### src/rtl/core/pcp_pkg.sv
`timescale 1ns / 1ps
// ----------------------------------------------------------------------------
// pcp_pkg
// Shared constants, codes and tables of the phase current Clarke/Park block.
// ----------------------------------------------------------------------------
package pcp_pkg;

	localparam int DATA_W = 32;
	localparam int FRAC_W = 16;

	// CORDIC datapath widths: vector components and residual angle.
	localparam int CW    = 20;
	localparam int ITERS = FRAC_W;

	// Root width: the radicand is below 2^47, so the root stays below 2^24.
	localparam int ROOT_W = 24;
	localparam int REM_W  = 48;
	localparam int SUM_W  = 31;

	localparam logic signed [17:0] K_THIRD     = 18'sd21845;
	localparam logic signed [17:0] K_INV_SQRT3 = 18'sd37837;
	localparam logic signed [17:0] K_TWO_SQRT3 = 18'sd75674;

	localparam logic signed [CW-1:0] K_TWO_PI  = 20'sd411774;
	localparam logic signed [CW-1:0] K_PI      = 20'sd205887;
	localparam logic signed [CW-1:0] K_HALF_PI = 20'sd102943;
	localparam logic signed [CW-1:0] K_GAIN    = 20'sd39796;

	localparam logic [SUM_W-1:0] MAX_POS = {SUM_W{1'b1}};

	typedef enum logic [1:0] {
		REG_OFFSET_A    = 2'd0,
		REG_OFFSET_B    = 2'd1,
		REG_OFFSET_C    = 2'd2,
		REG_DRIVER_MODE = 2'd3
	} cfg_reg_t;

	localparam logic [1:0] MODE_BLDC    = 2'd0;
	localparam logic [1:0] MODE_STEPPER = 2'd1;
	localparam logic [1:0] MODE_HYBRID  = 2'd2;

	// Arctangent of 2^-i in radians, signed Q4.16, truncated.
	function automatic logic signed [CW-1:0] atan_c(input int i);
		logic signed [CW-1:0] v;
		case (i)
			0:       v = 20'sd51471;
			1:       v = 20'sd30385;
			2:       v = 20'sd16054;
			3:       v = 20'sd8149;
			4:       v = 20'sd4090;
			5:       v = 20'sd2047;
			6:       v = 20'sd1023;
			7:       v = 20'sd511;
			8:       v = 20'sd255;
			9:       v = 20'sd127;
			10:      v = 20'sd63;
			11:      v = 20'sd31;
			12:      v = 20'sd15;
			13:      v = 20'sd7;
			14:      v = 20'sd3;
			15:      v = 20'sd1;
			default: v = 20'sd0;
		endcase
		return v;
	endfunction

endpackage

### src/rtl/core/pcp_sqrt.sv
`timescale 1ns / 1ps
// ----------------------------------------------------------------------------
// pcp_sqrt
// Pipelined digit-by-digit square root of s * 2^16, one root bit per stage.
// ----------------------------------------------------------------------------
module pcp_sqrt (
	input  logic                            clk,
	input  logic                            en,
	input  logic [pcp_pkg::SUM_W-1:0]       s_in,
	output logic [pcp_pkg::ROOT_W-1:0]      root_o
);
	import pcp_pkg::*;

	logic [REM_W-1:0]  rem_s  [0:ROOT_W-1];
	logic [ROOT_W-1:0] root_s [0:ROOT_W-1];

	logic [REM_W-1:0]  rem_in  [0:ROOT_W-1];
	logic [ROOT_W-1:0] root_in [0:ROOT_W-1];
	logic [REM_W-1:0]  sub_c   [0:ROOT_W-1];

	// The remainder holds radicand minus root squared; setting bit i adds
	// root * 2^(i+1) + 2^(2i) to the square.
	always_comb begin
		rem_in[0]  = {1'b0, s_in, {FRAC_W{1'b0}}};
		root_in[0] = '0;
		for (int j = 1; j < ROOT_W; j++) begin
			rem_in[j]  = rem_s[j-1];
			root_in[j] = root_s[j-1];
		end
		for (int j = 0; j < ROOT_W; j++) begin
			sub_c[j] = ({{(REM_W-ROOT_W){1'b0}}, root_in[j]} << (ROOT_W - j))
				+ ({{(REM_W-1){1'b0}}, 1'b1} << (2 * (ROOT_W - 1 - j)));
		end
	end

	always_ff @(posedge clk) begin
		if (en) begin
			for (int j = 0; j < ROOT_W; j++) begin
				if (rem_in[j] >= sub_c[j]) begin
					rem_s[j]  <= rem_in[j] - sub_c[j];
					root_s[j] <= root_in[j] | ({{(ROOT_W-1){1'b0}}, 1'b1} << (ROOT_W - 1 - j));
				end else begin
					rem_s[j]  <= rem_in[j];
					root_s[j] <= root_in[j];
				end
			end
		end
	end

	assign root_o = root_s[ROOT_W-1];

endmodule

### config.mk
export PLATFORM = sky130hd
export DESIGN_NAME = pcp_sqrt
export DESIGN_NICKNAME = d
export VERILOG_FILES = /design/src/rtl/core/pcp_pkg.sv /design/src/rtl/core/pcp_sqrt.sv
export SDC_FILE = /design/constraint.sdc
export NUM_CORES = 2
export LEC_CHECK = 0
export CAP_MARGIN = 10
export CORE_UTILIZATION = 50
export DETAILED_ROUTE_END_ITERATION = 12
export DONT_BUFFER_PORTS = 1
export SYNTH_ARGS = -nofsm -noshare
export SYNTH_HDL_FRONTEND = slang
export SYNTH_SLANG_ARGS = --single-unit
export TNS_END_PERCENT = 50
### constraint.sdc
create_clock -name clk -period 10.45 [get_ports clk]
set_input_delay 2.6125 -clock clk [delete_from_list [all_inputs] [get_ports clk]]
set_output_delay 2.6125 -clock clk [all_outputs]
set_load 0.01 [all_outputs]
After elaboration in Yosys (flattened, before gate mapping). Memories as Yosys holds them, arrays and structs flattened. Cells that the tools add are included.

Add/subtract/negate cells: 47. $lt $le $gt $ge: 24. Multiplexer cells: 192. Bitwise operators: 48.

Operator list (count): $mux 48 (24); $mux 24 (24); $mux 1 (144); $add 47x45->48 const B (1); $ge 48x26->1 (1); $ge 48x27->1 (1); $ge 48x28->1 (1); $ge 48x29->1 (1); $ge 48x30->1 (1); $ge 48x31->1 (1); $ge 48x32->1 (1); $ge 48x33->1 (1); $ge 48x34->1 (1); $ge 48x35->1 (1); $ge 48x36->1 (1); $ge 48x37->1 (1); $ge 48x38->1 (1); $ge 48x39->1 (1); $ge 48x40->1 (1); $ge 48x41->1 (1); $ge 48x42->1 (1); $ge 48x43->1 (1); $ge 48x44->1 (1); $ge 48x45->1 (1); 51 further kinds (98).

Bits in registers: 0. RAM bits: 1728. Input bits: 33. Output and inout port bits: 24. Logic and storage cells: 313. Memories: 2.

Memories: rem_s (words 24, bits a word 48, read ports 23, clocked after Yosys merged registers in 0, wr ports 24, line pcp_sqrt.sv:14) `logic [REM_W-1:0] rem_s [0:ROOT_W-1];`; root_s (words 24, bits a word 24, read ports 24, clocked after Yosys merged registers in 0, wr ports 24, line pcp_sqrt.sv:15) `logic [ROOT_W-1:0] root_s [0:ROOT_W-1];`.

Longest topological paths before layout. An unclocked memory read counts as a cell.

Depth after elaboration: 7. Mapped depth: 14. Depth with buffers taken out: 13.

Worst setup path after synthesis. Ideal clock, no wire load.

Path type: input port to flip-flop. Start point: input port en. End point: memory rem_s[22][3] (netlist: rem_s[2][291]), enable pin. Library setup time: 450 ps. Arrival time: 5046 ps. Data required time: 10000 ps. Slack: 4954 ps. Cell stages on the path: 3. Buffers on the path: 3. Cell sequence: clkbuf_1 > clkbuf_1 > clkbuf_1.

RTL lines: from (decl) (line pcp_sqrt.sv:8) `input logic en,`; to (decl) (line pcp_sqrt.sv:14).

==> results.md <==
* Post-Synthesis Cells at 4756
* Total track usage at 0.217
* Ant diodes at 0
* CTS Hold Bufs at 0
* Initial antenna violation count at 4
* Pleak at 23.2 nW
* Critical path's slowest cell: nor3_1
* Post-synth top area share at 0.582
* Non-filler cells, final at 6364
* Final layout net count at 5123
* Max frequency at 138 MHz
* Placed wire-length estimate at 89500 µm
* Port Buffer Count at 0
* Slew HR at -1.96
* Critical path data arrival time at ~7.7 ns
* Most common library cells after synthesis: edfxtp_1 (1085), inv_1 (396), nand2_1 (382)
* Core Area at 111000 µm²
* Min Clock Period, post-route at 7.25 ns
* Io pins at 57
* Clock Pin Slew Worst Setup and Hold Paths at 0.06 ns
* Detailed router's first-iteration violation count at around 2900
* Post-synth top flop: edfxtp_1
* Vias/cell at 5.62
* Netlist cell types at a little over 80
* Routed Antenna Nets at 0
* Clk_lat worst skew at 0.72 ns
* RSZ-0062 raised after global routing: false
* DR WL met3 at 7470 µm
* Drt wl/cell at 19.4 µm
* Number of synthesized register bits at 1085
* Final worst-path cycle share at 0.694
* Worst Path Max Fanout at 1103
* CTS Buffer Depth at 3
* Worst vdd ir at 0.180 mV
* Layout cells sized above 1 at 0.0548
* Yosys warnings at 0
* Total CTS buffers at approximately 120
* Critical path's top delay family: simple AND/OR/NAND/NOR gates
* Pwr Density at approximately 200 nW/µm²
* Most common cell in the netlist: edfxtp_1
* DIE AREA at 113000 µm²
* Critical path launch point type: primary input
* Sequential area share after synthesis at 0.582
* GR Overflow Total at 0
* Worst EP required at 10.90 ns
* Die boundary width at 337 µm
* Pre-CTS setup slack at 4.78 ns
* Final hold violations at 0
* Setup ws final at about 3.2 ns
* Postcts setup bufs at 0
* Area leader, netlist: edfxtp_1
* Failing checks: slew limit
* Placed cell count at 6147
* H-tree levels at 3
* CTS tree: built
* Die height at 337 µm
* Detailed-route via count at about 36000
* Max Cap Viol at 0
* Clock skew at 0.0368 ns
* FP Rows at 122
* Fin Setup TNS at 0 ns
* Slowest stage delay, CP at 1.06 ns
* Clock root buffer: clkbuf_16
* Post-Syn Area per Cell at 11.8 µm²
* Post-Syn Area at 56000 µm²
* # clock sinks at 1085
* Final wirelength at about 120000 µm
* First-pass GRT wire length at around 190000 µm
* WL met2 at roughly 50000 µm
* Hold WC Path Type: register to register
* Max Slew Vio Count at between 800 and 900
* Post_cts resized at 0
* Final setup viols at 0
* Buf/Inv on CP at 2
* Worst setup EP type: register
* Syn nets at 5101
* DRC at 0
* Post-synth EDFFs at 1085
* DR top layer: met4
* Critical path type: primary input to register
* P&R area growth vs syn at 9.62%
* Drt pass-1 iters at 6
* Post-synth ARST share at 0
* GPL Wtd Cong at just under 0.9
* Largest cells by area after synthesis: edfxtp_1 (58%), ha_1 (6.8%), xnor2_1 (3.5%)
* Crit-path cells: inv_1, buf_4, nor3b_1, o2111a_1, nor3_1, nand3_1, xnor2_1
* Vias in the first global route at ~33000
* Largest net degree at the start of global routing at ~1100
* Starting density of the core at 0.505
* Status: finished with violations
* Wire length on met1 at 61600 µm
* Worst-Margin Slew at around 4.4 ns
[state kept, by name (all words and copies together), names as in the netlist]
register and flops:
rem_s 785, root_s 300
[report_power, final]
group	leakage, nW	switching [mW]	internal, mW
combinational	11.1	1.31	0.986
sequential	10.2	0.508	5.54
clock	1.83	1.71	2.35
[through the flow]
| stage | area [µm²] | utilization | power (mW) | hold WS, ns |
|---|---|---|---|---|
| global route | 61400 | 0.554 | 13.0 | 0.456 |
| floorplan | 56000 | - | 7.72 | 0.417 |
| global placement | 57600 | 0.519 | 8.35 | 0.430 |
| detailed placement | 57600 | 0.519 | 8.35 | 0.434 |
| CTS | 61400 | 0.554 | 12.5 | 0.449 |
| finish | 61400 | 0.554 | 12.4 | 0.447 |
[worst paths after layout]
| kind | endpoint | slack, ns | cells past startpoint | from |
|---|---|---|---|---|
| max | rem_s[2][285] | 3.20 | 7 | en |
| min | rem_s[0][272] | 0.45 | 0 | rem_s[0][224] |
| max reg2reg | rem_s[2][281] | 6.10 | 10 | rem_s[2][198] |
| min reg2reg | rem_s[0][272] | 0.45 | 0 | rem_s[0][224] |
[cell families after synthesis]
| group | Yosys count | synth area share |
|---|---|---|
| AND/OR/NAND/NOR | 1418 | 0.128 |
| XOR/XNOR | 438 | 0.0685 |
| AO/OA/AOI/OAI | 953 | 0.108 |
| adder cells (fa/ha/maj) | 312 | 0.0707 |
| flip-flops | 1085 | 0.582 |
| buffers and inverters | 503 | 0.0339 |
| multiplexers | 47 | 0.00923 |
[cell type report]
cell class	instances	area, µm²
fillers	9311	49400
clock inverters	82	817
multi-input cells	3168	21600
repair buffers	9	67.6
well taps	1488	1860
clock buffers	135	3000
inverters	397	1490
flip-flops and latches	1085	32600
[layout by cell type, fill, tap and decap left out, types with 30 or more instances in the layout]
cell / instances
clkinv_1: 32
or3_1: 46
nor2b_1: 40
nand4_1: 50
a211oi_1: 40
nor3_1: 133
nand2_1: 382
a21oi_1: 216
nor4_1: 111
edfxtp_1: 1085
o31ai_1: 34
nor2_1: 308
or4_1: 30
xor2_1: 217
nand2b_1: 63
o21a_1: 59
clkbuf_16: 117
a21o_1: 112
xnor2_1: 221
inv_1: 396
o21ai_0: 296
mux2_2: 37
ha_1: 305
nand3_1: 90
[metal layers]
metal | vias to the layer above | GRT usage
li1 | 17600 | -
met1 | 17000 | 0.333
met2 | 949 | 0.315
met3 | 183 | 0.0369
met4 | 0 | 0.0579
met5 | - | 0
Note: power is estimated with default switching activity, not from simulation.
