$ cat src/rtl/core/pcp_pkg.sv
`timescale 1ns / 1ps
// ----------------------------------------------------------------------------
// pcp_pkg
// Shared constants, codes and tables of the phase current Clarke/Park block.
// ----------------------------------------------------------------------------
package pcp_pkg;

	localparam int DATA_W = 32;
	localparam int FRAC_W = 16;

	// CORDIC datapath widths: vector components and residual angle.
	localparam int CW    = 20;
	localparam int ITERS = FRAC_W;

	// Root width: the radicand is below 2^47, so the root stays below 2^24.
	localparam int ROOT_W = 24;
	localparam int REM_W  = 48;
	localparam int SUM_W  = 31;

	localparam logic signed [17:0] K_THIRD     = 18'sd21845;
	localparam logic signed [17:0] K_INV_SQRT3 = 18'sd37837;
	localparam logic signed [17:0] K_TWO_SQRT3 = 18'sd75674;

	localparam logic signed [CW-1:0] K_TWO_PI  = 20'sd411774;
	localparam logic signed [CW-1:0] K_PI      = 20'sd205887;
	localparam logic signed [CW-1:0] K_HALF_PI = 20'sd102943;
	localparam logic signed [CW-1:0] K_GAIN    = 20'sd39796;

	localparam logic [SUM_W-1:0] MAX_POS = {SUM_W{1'b1}};

	typedef enum logic [1:0] {
		REG_OFFSET_A    = 2'd0,
		REG_OFFSET_B    = 2'd1,
		REG_OFFSET_C    = 2'd2,
		REG_DRIVER_MODE = 2'd3
	} cfg_reg_t;

	localparam logic [1:0] MODE_BLDC    = 2'd0;
	localparam logic [1:0] MODE_STEPPER = 2'd1;
	localparam logic [1:0] MODE_HYBRID  = 2'd2;

	// Arctangent of 2^-i in radians, signed Q4.16, truncated.
	function automatic logic signed [CW-1:0] atan_c(input int i);
		logic signed [CW-1:0] v;
		case (i)
			0:       v = 20'sd51471;
			1:       v = 20'sd30385;
			2:       v = 20'sd16054;
			3:       v = 20'sd8149;
			4:       v = 20'sd4090;
			5:       v = 20'sd2047;
			6:       v = 20'sd1023;
			7:       v = 20'sd511;
			8:       v = 20'sd255;
			9:       v = 20'sd127;
			10:      v = 20'sd63;
			11:      v = 20'sd31;
			12:      v = 20'sd15;
			13:      v = 20'sd7;
			14:      v = 20'sd3;
			15:      v = 20'sd1;
			default: v = 20'sd0;
		endcase
		return v;
	endfunction

endpackage

$ cat src/rtl/core/pcp_cordic.sv
`timescale 1ns / 1ps
// ----------------------------------------------------------------------------
// pcp_cordic
// Pipelined rotation-mode CORDIC: one iteration per stage, then a stage that
// negates both results for angles folded by pi.
// ----------------------------------------------------------------------------
module pcp_cordic (
	input  logic                           clk,
	input  logic                           en,
	input  logic signed [pcp_pkg::CW-1:0]  ang,
	input  logic                           flip,
	output logic signed [pcp_pkg::CW-1:0]  cos_o,
	output logic signed [pcp_pkg::CW-1:0]  sin_o
);
	import pcp_pkg::*;

	logic signed [CW-1:0] x_s [0:ITERS-1];
	logic signed [CW-1:0] y_s [0:ITERS-1];
	logic signed [CW-1:0] r_s [0:ITERS-1];
	logic                 flip_s [0:ITERS-1];

	logic signed [CW-1:0] x_in [0:ITERS-1];
	logic signed [CW-1:0] y_in [0:ITERS-1];
	logic signed [CW-1:0] r_in [0:ITERS-1];
	logic                 f_in [0:ITERS-1];

	always_comb begin
		x_in[0] = K_GAIN;
		y_in[0] = '0;
		r_in[0] = ang;
		f_in[0] = flip;
		for (int i = 1; i < ITERS; i++) begin
			x_in[i] = x_s[i-1];
			y_in[i] = y_s[i-1];
			r_in[i] = r_s[i-1];
			f_in[i] = flip_s[i-1];
		end
	end

	always_ff @(posedge clk) begin
		if (en) begin
			for (int i = 0; i < ITERS; i++) begin
				if (r_in[i] >= 0) begin
					x_s[i] <= x_in[i] - (y_in[i] >>> i);
					y_s[i] <= y_in[i] + (x_in[i] >>> i);
					r_s[i] <= r_in[i] - atan_c(i);
				end else begin
					x_s[i] <= x_in[i] + (y_in[i] >>> i);
					y_s[i] <= y_in[i] - (x_in[i] >>> i);
					r_s[i] <= r_in[i] + atan_c(i);
				end
				flip_s[i] <= f_in[i];
			end
			cos_o <= flip_s[ITERS-1] ? -x_s[ITERS-1] : x_s[ITERS-1];
			sin_o <= flip_s[ITERS-1] ? -y_s[ITERS-1] : y_s[ITERS-1];
		end
	end

endmodule

$ cat config.mk
export PLATFORM = sky130hd
export DESIGN_NAME = pcp_cordic
export DESIGN_NICKNAME = d
export VERILOG_FILES = /design/src/rtl/core/pcp_pkg.sv /design/src/rtl/core/pcp_cordic.sv
export SDC_FILE = /design/constraint.sdc
export NUM_CORES = 2
export LEC_CHECK = 0
export ABC_AREA = 1
export BUFFER_PORTS_ARGS = -buffer_cell sky130_fd_sc_hd__buf_2
export CORE_MARGIN = 3
export CORE_UTILIZATION = 55
export CTS_BUF_LIST = sky130_fd_sc_hd__clkbuf_4 sky130_fd_sc_hd__clkbuf_8
export DETAILED_ROUTE_END_ITERATION = 12
export GPL_TIMING_DRIVEN = 0
export PLACE_DENSITY = 0.74
export SLEW_MARGIN = 40
export SYNTH_ARGS = -nofsm -noshare
export SYNTH_HDL_FRONTEND = slang
export SYNTH_SLANG_ARGS = --single-unit
$ cat constraint.sdc
create_clock -name clk -period 4.5 [get_ports clk]
set_clock_uncertainty 0.2 [all_clocks]
set_input_delay 0.9 -clock clk [delete_from_list [all_inputs] [get_ports clk]]
set_output_delay 0.9 -clock clk [all_outputs]
set_load 0.02 [all_outputs]
# ---- Word level (Yosys, flattened, before mapping)
# Memories as Yosys holds them, arrays and structs flattened.
# Index checks and enable logic that the tools add are counted.
dict set report word_totals {
  word_cells 376
  inputBits 23
  memories 4
  output_inout_bits 40
  regBits 40
  mem_bits_rw 976
}
dict set report classes {
  muxes 212
  magnitude_cmp 16
  n_addsub 94
  bitwise 48
}
# memory depth width rd rd_ports_with_merged_regs wr line_no
set memory_table {}
lappend memory_table {r_s 16 20 15 0 16 pcp_cordic.sv:19} ;# logic signed [CW-1:0] r_s [0:ITERS-1];
lappend memory_table {x_s 16 20 16 0 16 pcp_cordic.sv:17} ;# logic signed [CW-1:0] x_s [0:ITERS-1];
lappend memory_table {y_s 16 20 16 0 16 pcp_cordic.sv:18} ;# logic signed [CW-1:0] y_s [0:ITERS-1];
lappend memory_table {flip_s 16 1 16 0 16 pcp_cordic.sv:20} ;# logic flip_s [0:ITERS-1];
# cell n
set op_table {}
lappend op_table {{$mux 20} 114}
lappend op_table {{$add 20x20->20} 16}
lappend op_table {{$ge 20x1->1 const B} 16}
lappend op_table {{$sub 20x20->20} 16}
lappend op_table {{$mux 1} 98}
lappend op_table {{$or 1x1->1} 48}
lappend op_table {{$add 20x10->20} 2}
lappend op_table {{$add 20x11->20} 2}
lappend op_table {{$add 20x12->20} 2}
lappend op_table {{$add 20x13->20} 2}
lappend op_table {{$add 20x14->20} 2}
lappend op_table {{$add 20x15->20} 2}
lappend op_table {{$add 20x16->20} 2}
lappend op_table {{$add 20x17->20} 2}
lappend op_table {{$add 20x18->20} 2}
lappend op_table {{$add 20x19->20} 2}
lappend op_table {{$add 20x5->20} 2}
lappend op_table {{$add 20x6->20} 2}
lappend op_table {{$add 20x7->20} 2}
lappend op_table {{$add 20x8->20} 2}
lappend op_table {{$add 20x9->20} 2}
lappend op_table {{$neg 20->20} 2}
lappend op_table {{$sub 20x10->20} 2}
lappend op_table {{$sub 20x11->20} 2}
lappend op_table {{other kinds (13)} 26}

# ---- Logic depth before layout (Yosys ltp)
# An unclocked memory read counts as a cell.
dict set report logic_depth {
  ltp_word 6
  mapped_depth 22
  mapped_depth_nobuf 22
}

# ---- Worst setup path before layout
# OpenSTA, ideal clock, no wires.
dict set report synth_path {
  path_kind {input-to-reg}
  startpoint {input en}
  endpoint {memory r_s[1][15], in the netlist r_s[0][35] (data pin)}
  n_path_buf 4
  path_stages 14
  setup_slack_ns 0.314
  arrival_ns 3.721
  required_ns 4.035
  setup_ns 0.265
  path_cell_list {buf_6 > buf_8 > clkbuf_1 > clkbuf_1 > nand2_1 > inv_1 > ha_1 > a21oi_1 > o21bai_1 > nand2_1 > nand3_1 > a31oi_1 > o21ai_0 > xor2_1}
}
# item line_no
set synth_rtl {}
lappend synth_rtl {{from (decl)} pcp_cordic.sv:9} ;# input logic en,
lappend synth_rtl {{to (decl)} pcp_cordic.sv:19}

==> qor.tcl <==
set qor(run_status) {complete, no violations}
set qor(grt_start_max_net_pins) 58
set qor(postCtsSetupBuffers) 0
set qor(gr-usage-met3) 0.0329
set qor(clockRootBuffer) {clkbuf_8}
set qor(starting_density_of_the_core) 0.557
set qor(syn_area_um2) 77000
set qor(path_class) {in -> reg}
set qor(peak_usage_layer_in_the_global_routing_report) {met2}
set qor(dominantRegCellSynth) {edfxtp_1}
set qor(final_area_um2) 83400
set qor(avgViaCountPerCell) 5.53
set qor(most-common-layout-cells) {2176 x nand2_1, 1138 x inv_1, 926 x edfxtp_1}
set qor(kind_of_launch_point_of_the_worst_setup_path) {input port}
set qor(critical_path.most_common_cell) {nand2_1}
set qor(drc) 0
set qor(floorplan.die_area_um2) 144000
set qor(synthArstFlopShare) 0
set qor(layout-drive-gt1-share) 0.0441
set qor(synthToLayoutAreaGrowth_pct) 8.39
set qor(worst_hold_path.endpoint) {r_s[0][0]}
set qor(synth.lib_cells_used.distinct) 51
set qor(slowest_stage) {clkbuf_1}
set qor(wl_per_cell_um) 16.5
set qor(grt_setup_unrepaired) {false}
set qor(cts_buffers) 163
set qor(die_y_um) 380
set qor(port-buffer-count) 62
set qor(setup_violations) 0
set qor(dpl-instance-area_um2) 79900
set qor(clkTransAtPathRegs_ns) 0.06
set qor(synth_sequential_area_ratio) 0.361
set qor(critPathArrivalTime_ns) 4.78
set qor(most_frequent_standard_cell_in_the_layout_excluding_fill_and_tap_cells) {nand2_1}
set qor(hold_viol) 0
set qor(pin_count) 63
set qor(track_usage) 0.263
set qor(place_hpwl_um) 157000
set qor(critical-path-max-stage-delay_ns) 0.53
set qor(globalRouteMet2Util) 0.472
set qor(slew_viol_final) 0
set qor(cts_tree) {done}
set qor(rrSetupSlack_ns) 0.26
set qor(wirelength_um) 193000
set qor(min_period_over_period) 0.966
set qor(vias) 64600
set qor(syn_avg_cell_area_um2) 8.12
set qor(synth.ff_latch_count) 926
set qor(worstHoldPathType) {in -> reg}
set qor(dieWidth_um) 380
set qor(layout.nets) 10600
set qor(yosys_warnings) 0
set qor(crit_path_end_kind) {register}
set qor(critical_path.cell_chain) {buf_12, buf_6, buf_8, nand2_1, clkinv_1, clkbuf_1, o21ai_0, fa_1, nand3_1, nand2_1, a21oi_1, nand3b_1, nand2_1, nand2_1, nand3_1, xor2_1}
set qor(layout_min_cycle_time_ns) 4.35
set qor(regToRegEndpoint) {y_s[0][117]}
set qor(worst-path-max-fanout) 57
set qor(global_route_wire_length_before_repair_um) 313000
set qor(cts_max_level) 4
set qor(grt_residual_overflow) 0
set qor(initial_antenna_violation_count) 1
set qor(max_slew.worst_pin.slew_ns) 0.698
set qor(ff2ff_path_depth) 16
set qor(rr_startpoint) {x_s[0][85]}
set qor(synthesis.instances) 9476
set qor(fin_setup_tns_ns) 0
set qor(syn_nets) 10300
set qor(hold_path_depth) 2
set qor(drt_iter0_markers) 4417
set qor(synth_edf_count) 926
set qor(hold_sp) {ang[0]}
set qor(cts-root-to-sink-buffers) 3
set qor(numClockSinks) 926
set qor(f_max_mhz) 230
set qor(fp-row-count) 136
set qor(floorplan.core_area_um2) 138000
set qor(first_global_vias) 62400
set qor(globalplace.congestion) 0.951
set qor(dr.pass1.iters) 6
set qor(maxCapViolations) 0
set qor(ant_nets) 0
set qor(area_taken_by_flip_flops_and_latches_um2) 27800
set qor(clock_latency_ns) 0.89
set qor(critPathRequiredTime_ns) 4.93
set qor(met1_capacity_usage_during_global_routing) 0.319
set qor(worst_slew_margin_rel) 0.531
set qor(fill_cells) 12400
set qor(multi_input_area_um2) 44500
==> critical path, delay by kind of cell <==
kind / cells / cell delay (ns)
buf+inv: 5 / 1.65
simple gates: 7 / 0.92
compound gates: 2 / 0.59
fa+ha+maj: 1 / 0.46
xor+xnor: 1 / 0.15
==> through the flow <==
step	instances	hold WS (ns)	util	setup WS, ns
2_1_floorplan	9476	0.200	-	0.314
3_3_place_gp	11400	0.205	0.576	-2.82
3_5_place_dp	11400	0.205	0.579	-2.52
4_1_cts	11700	0.0262	0.604	0.0394
5_1_grt	11700	0.0702	0.604	0.00305
6_report	11700	0.133	0.604	0.153
==> cells by family after synthesis <==
| family | Yosys count | synth area share |
|---|---|---|
| AOI/OAI and AO/OA | 1702 | 0.124 |
| xor gates and xnor gates | 1022 | 0.116 |
| adders and majority gates | 816 | 0.136 |
| buffers and inverters | 1236 | 0.0611 |
| DFF | 926 | 0.361 |
| other | 1 | 0.0000487 |
| and+or+nand+nor | 3773 | 0.202 |
==> final cells by class <==
type                    count  share of cell area
repair buffers             76             0.00723
inverters                1151              0.0518
clock buffers             199              0.0303
multi-input cells        7314               0.533
plain buffers              80             0.00537
clock inverters            85              0.0109
flip-flops and latches    926               0.333
well taps                1863              0.0279
diodes                      4            0.000120
==> what timing repair did <==
| item | in CTS | in global routing |
|---|---|---|
| gates cloned | 0 | 0 |
| pin swaps | 0 | 0 |
| hold buffers | 1 | 0 |
| setup endpoints to repair | 96 | 56 |
| resized for setup | 6 | 10 |
| endpoints found under the hold margin | 1 | 0 |
==> state kept, by name (all words and copies together), names as in the netlist <==
| signal | cells |
|---|---|
| x_s | 289 |
| cos_o | 20 |
| sin_o | 20 |
| y_s | 300 |
| r_s | 281 |
| flip_s | 16 |
==> synth_stat cells, types with 86 or more instances <==
cell type,n,area (um^2)
a21o_1,86,646
a21oi_1,795,3980
edfxtp_1,926,27800
ha_1,783,9800
inv_1,1139,4280
nand2_1,2177,8170
nand3_1,468,2340
nor2_1,773,2900
nor3_1,151,756
o21ai_0,483,2420
xnor2_1,328,2870
xor2_1,694,6080
==> how the worst max path moves through the flow <==
stage               start     endpoint  depth (start not counted)
floorplan              en   r_s[0][35]                         14
global placement       en   r_s[0][35]                         15
detailed placement     en   r_s[0][35]                         15
CTS                    en   x_s[0][97]                         18
global route           en  y_s[1][138]                         16
finish                 en  y_s[1][138]                         16
==> routing by layer <==
layer,wire length (um),up-vias
met2,95800,1748
met1,81100,29800
met3,8870,461
li1,-,32700
met4,7680,0
met5,0,-
Power is not shown: default switching activity piles up to over one toggle a cycle in this logic, so the estimate is an artifact.
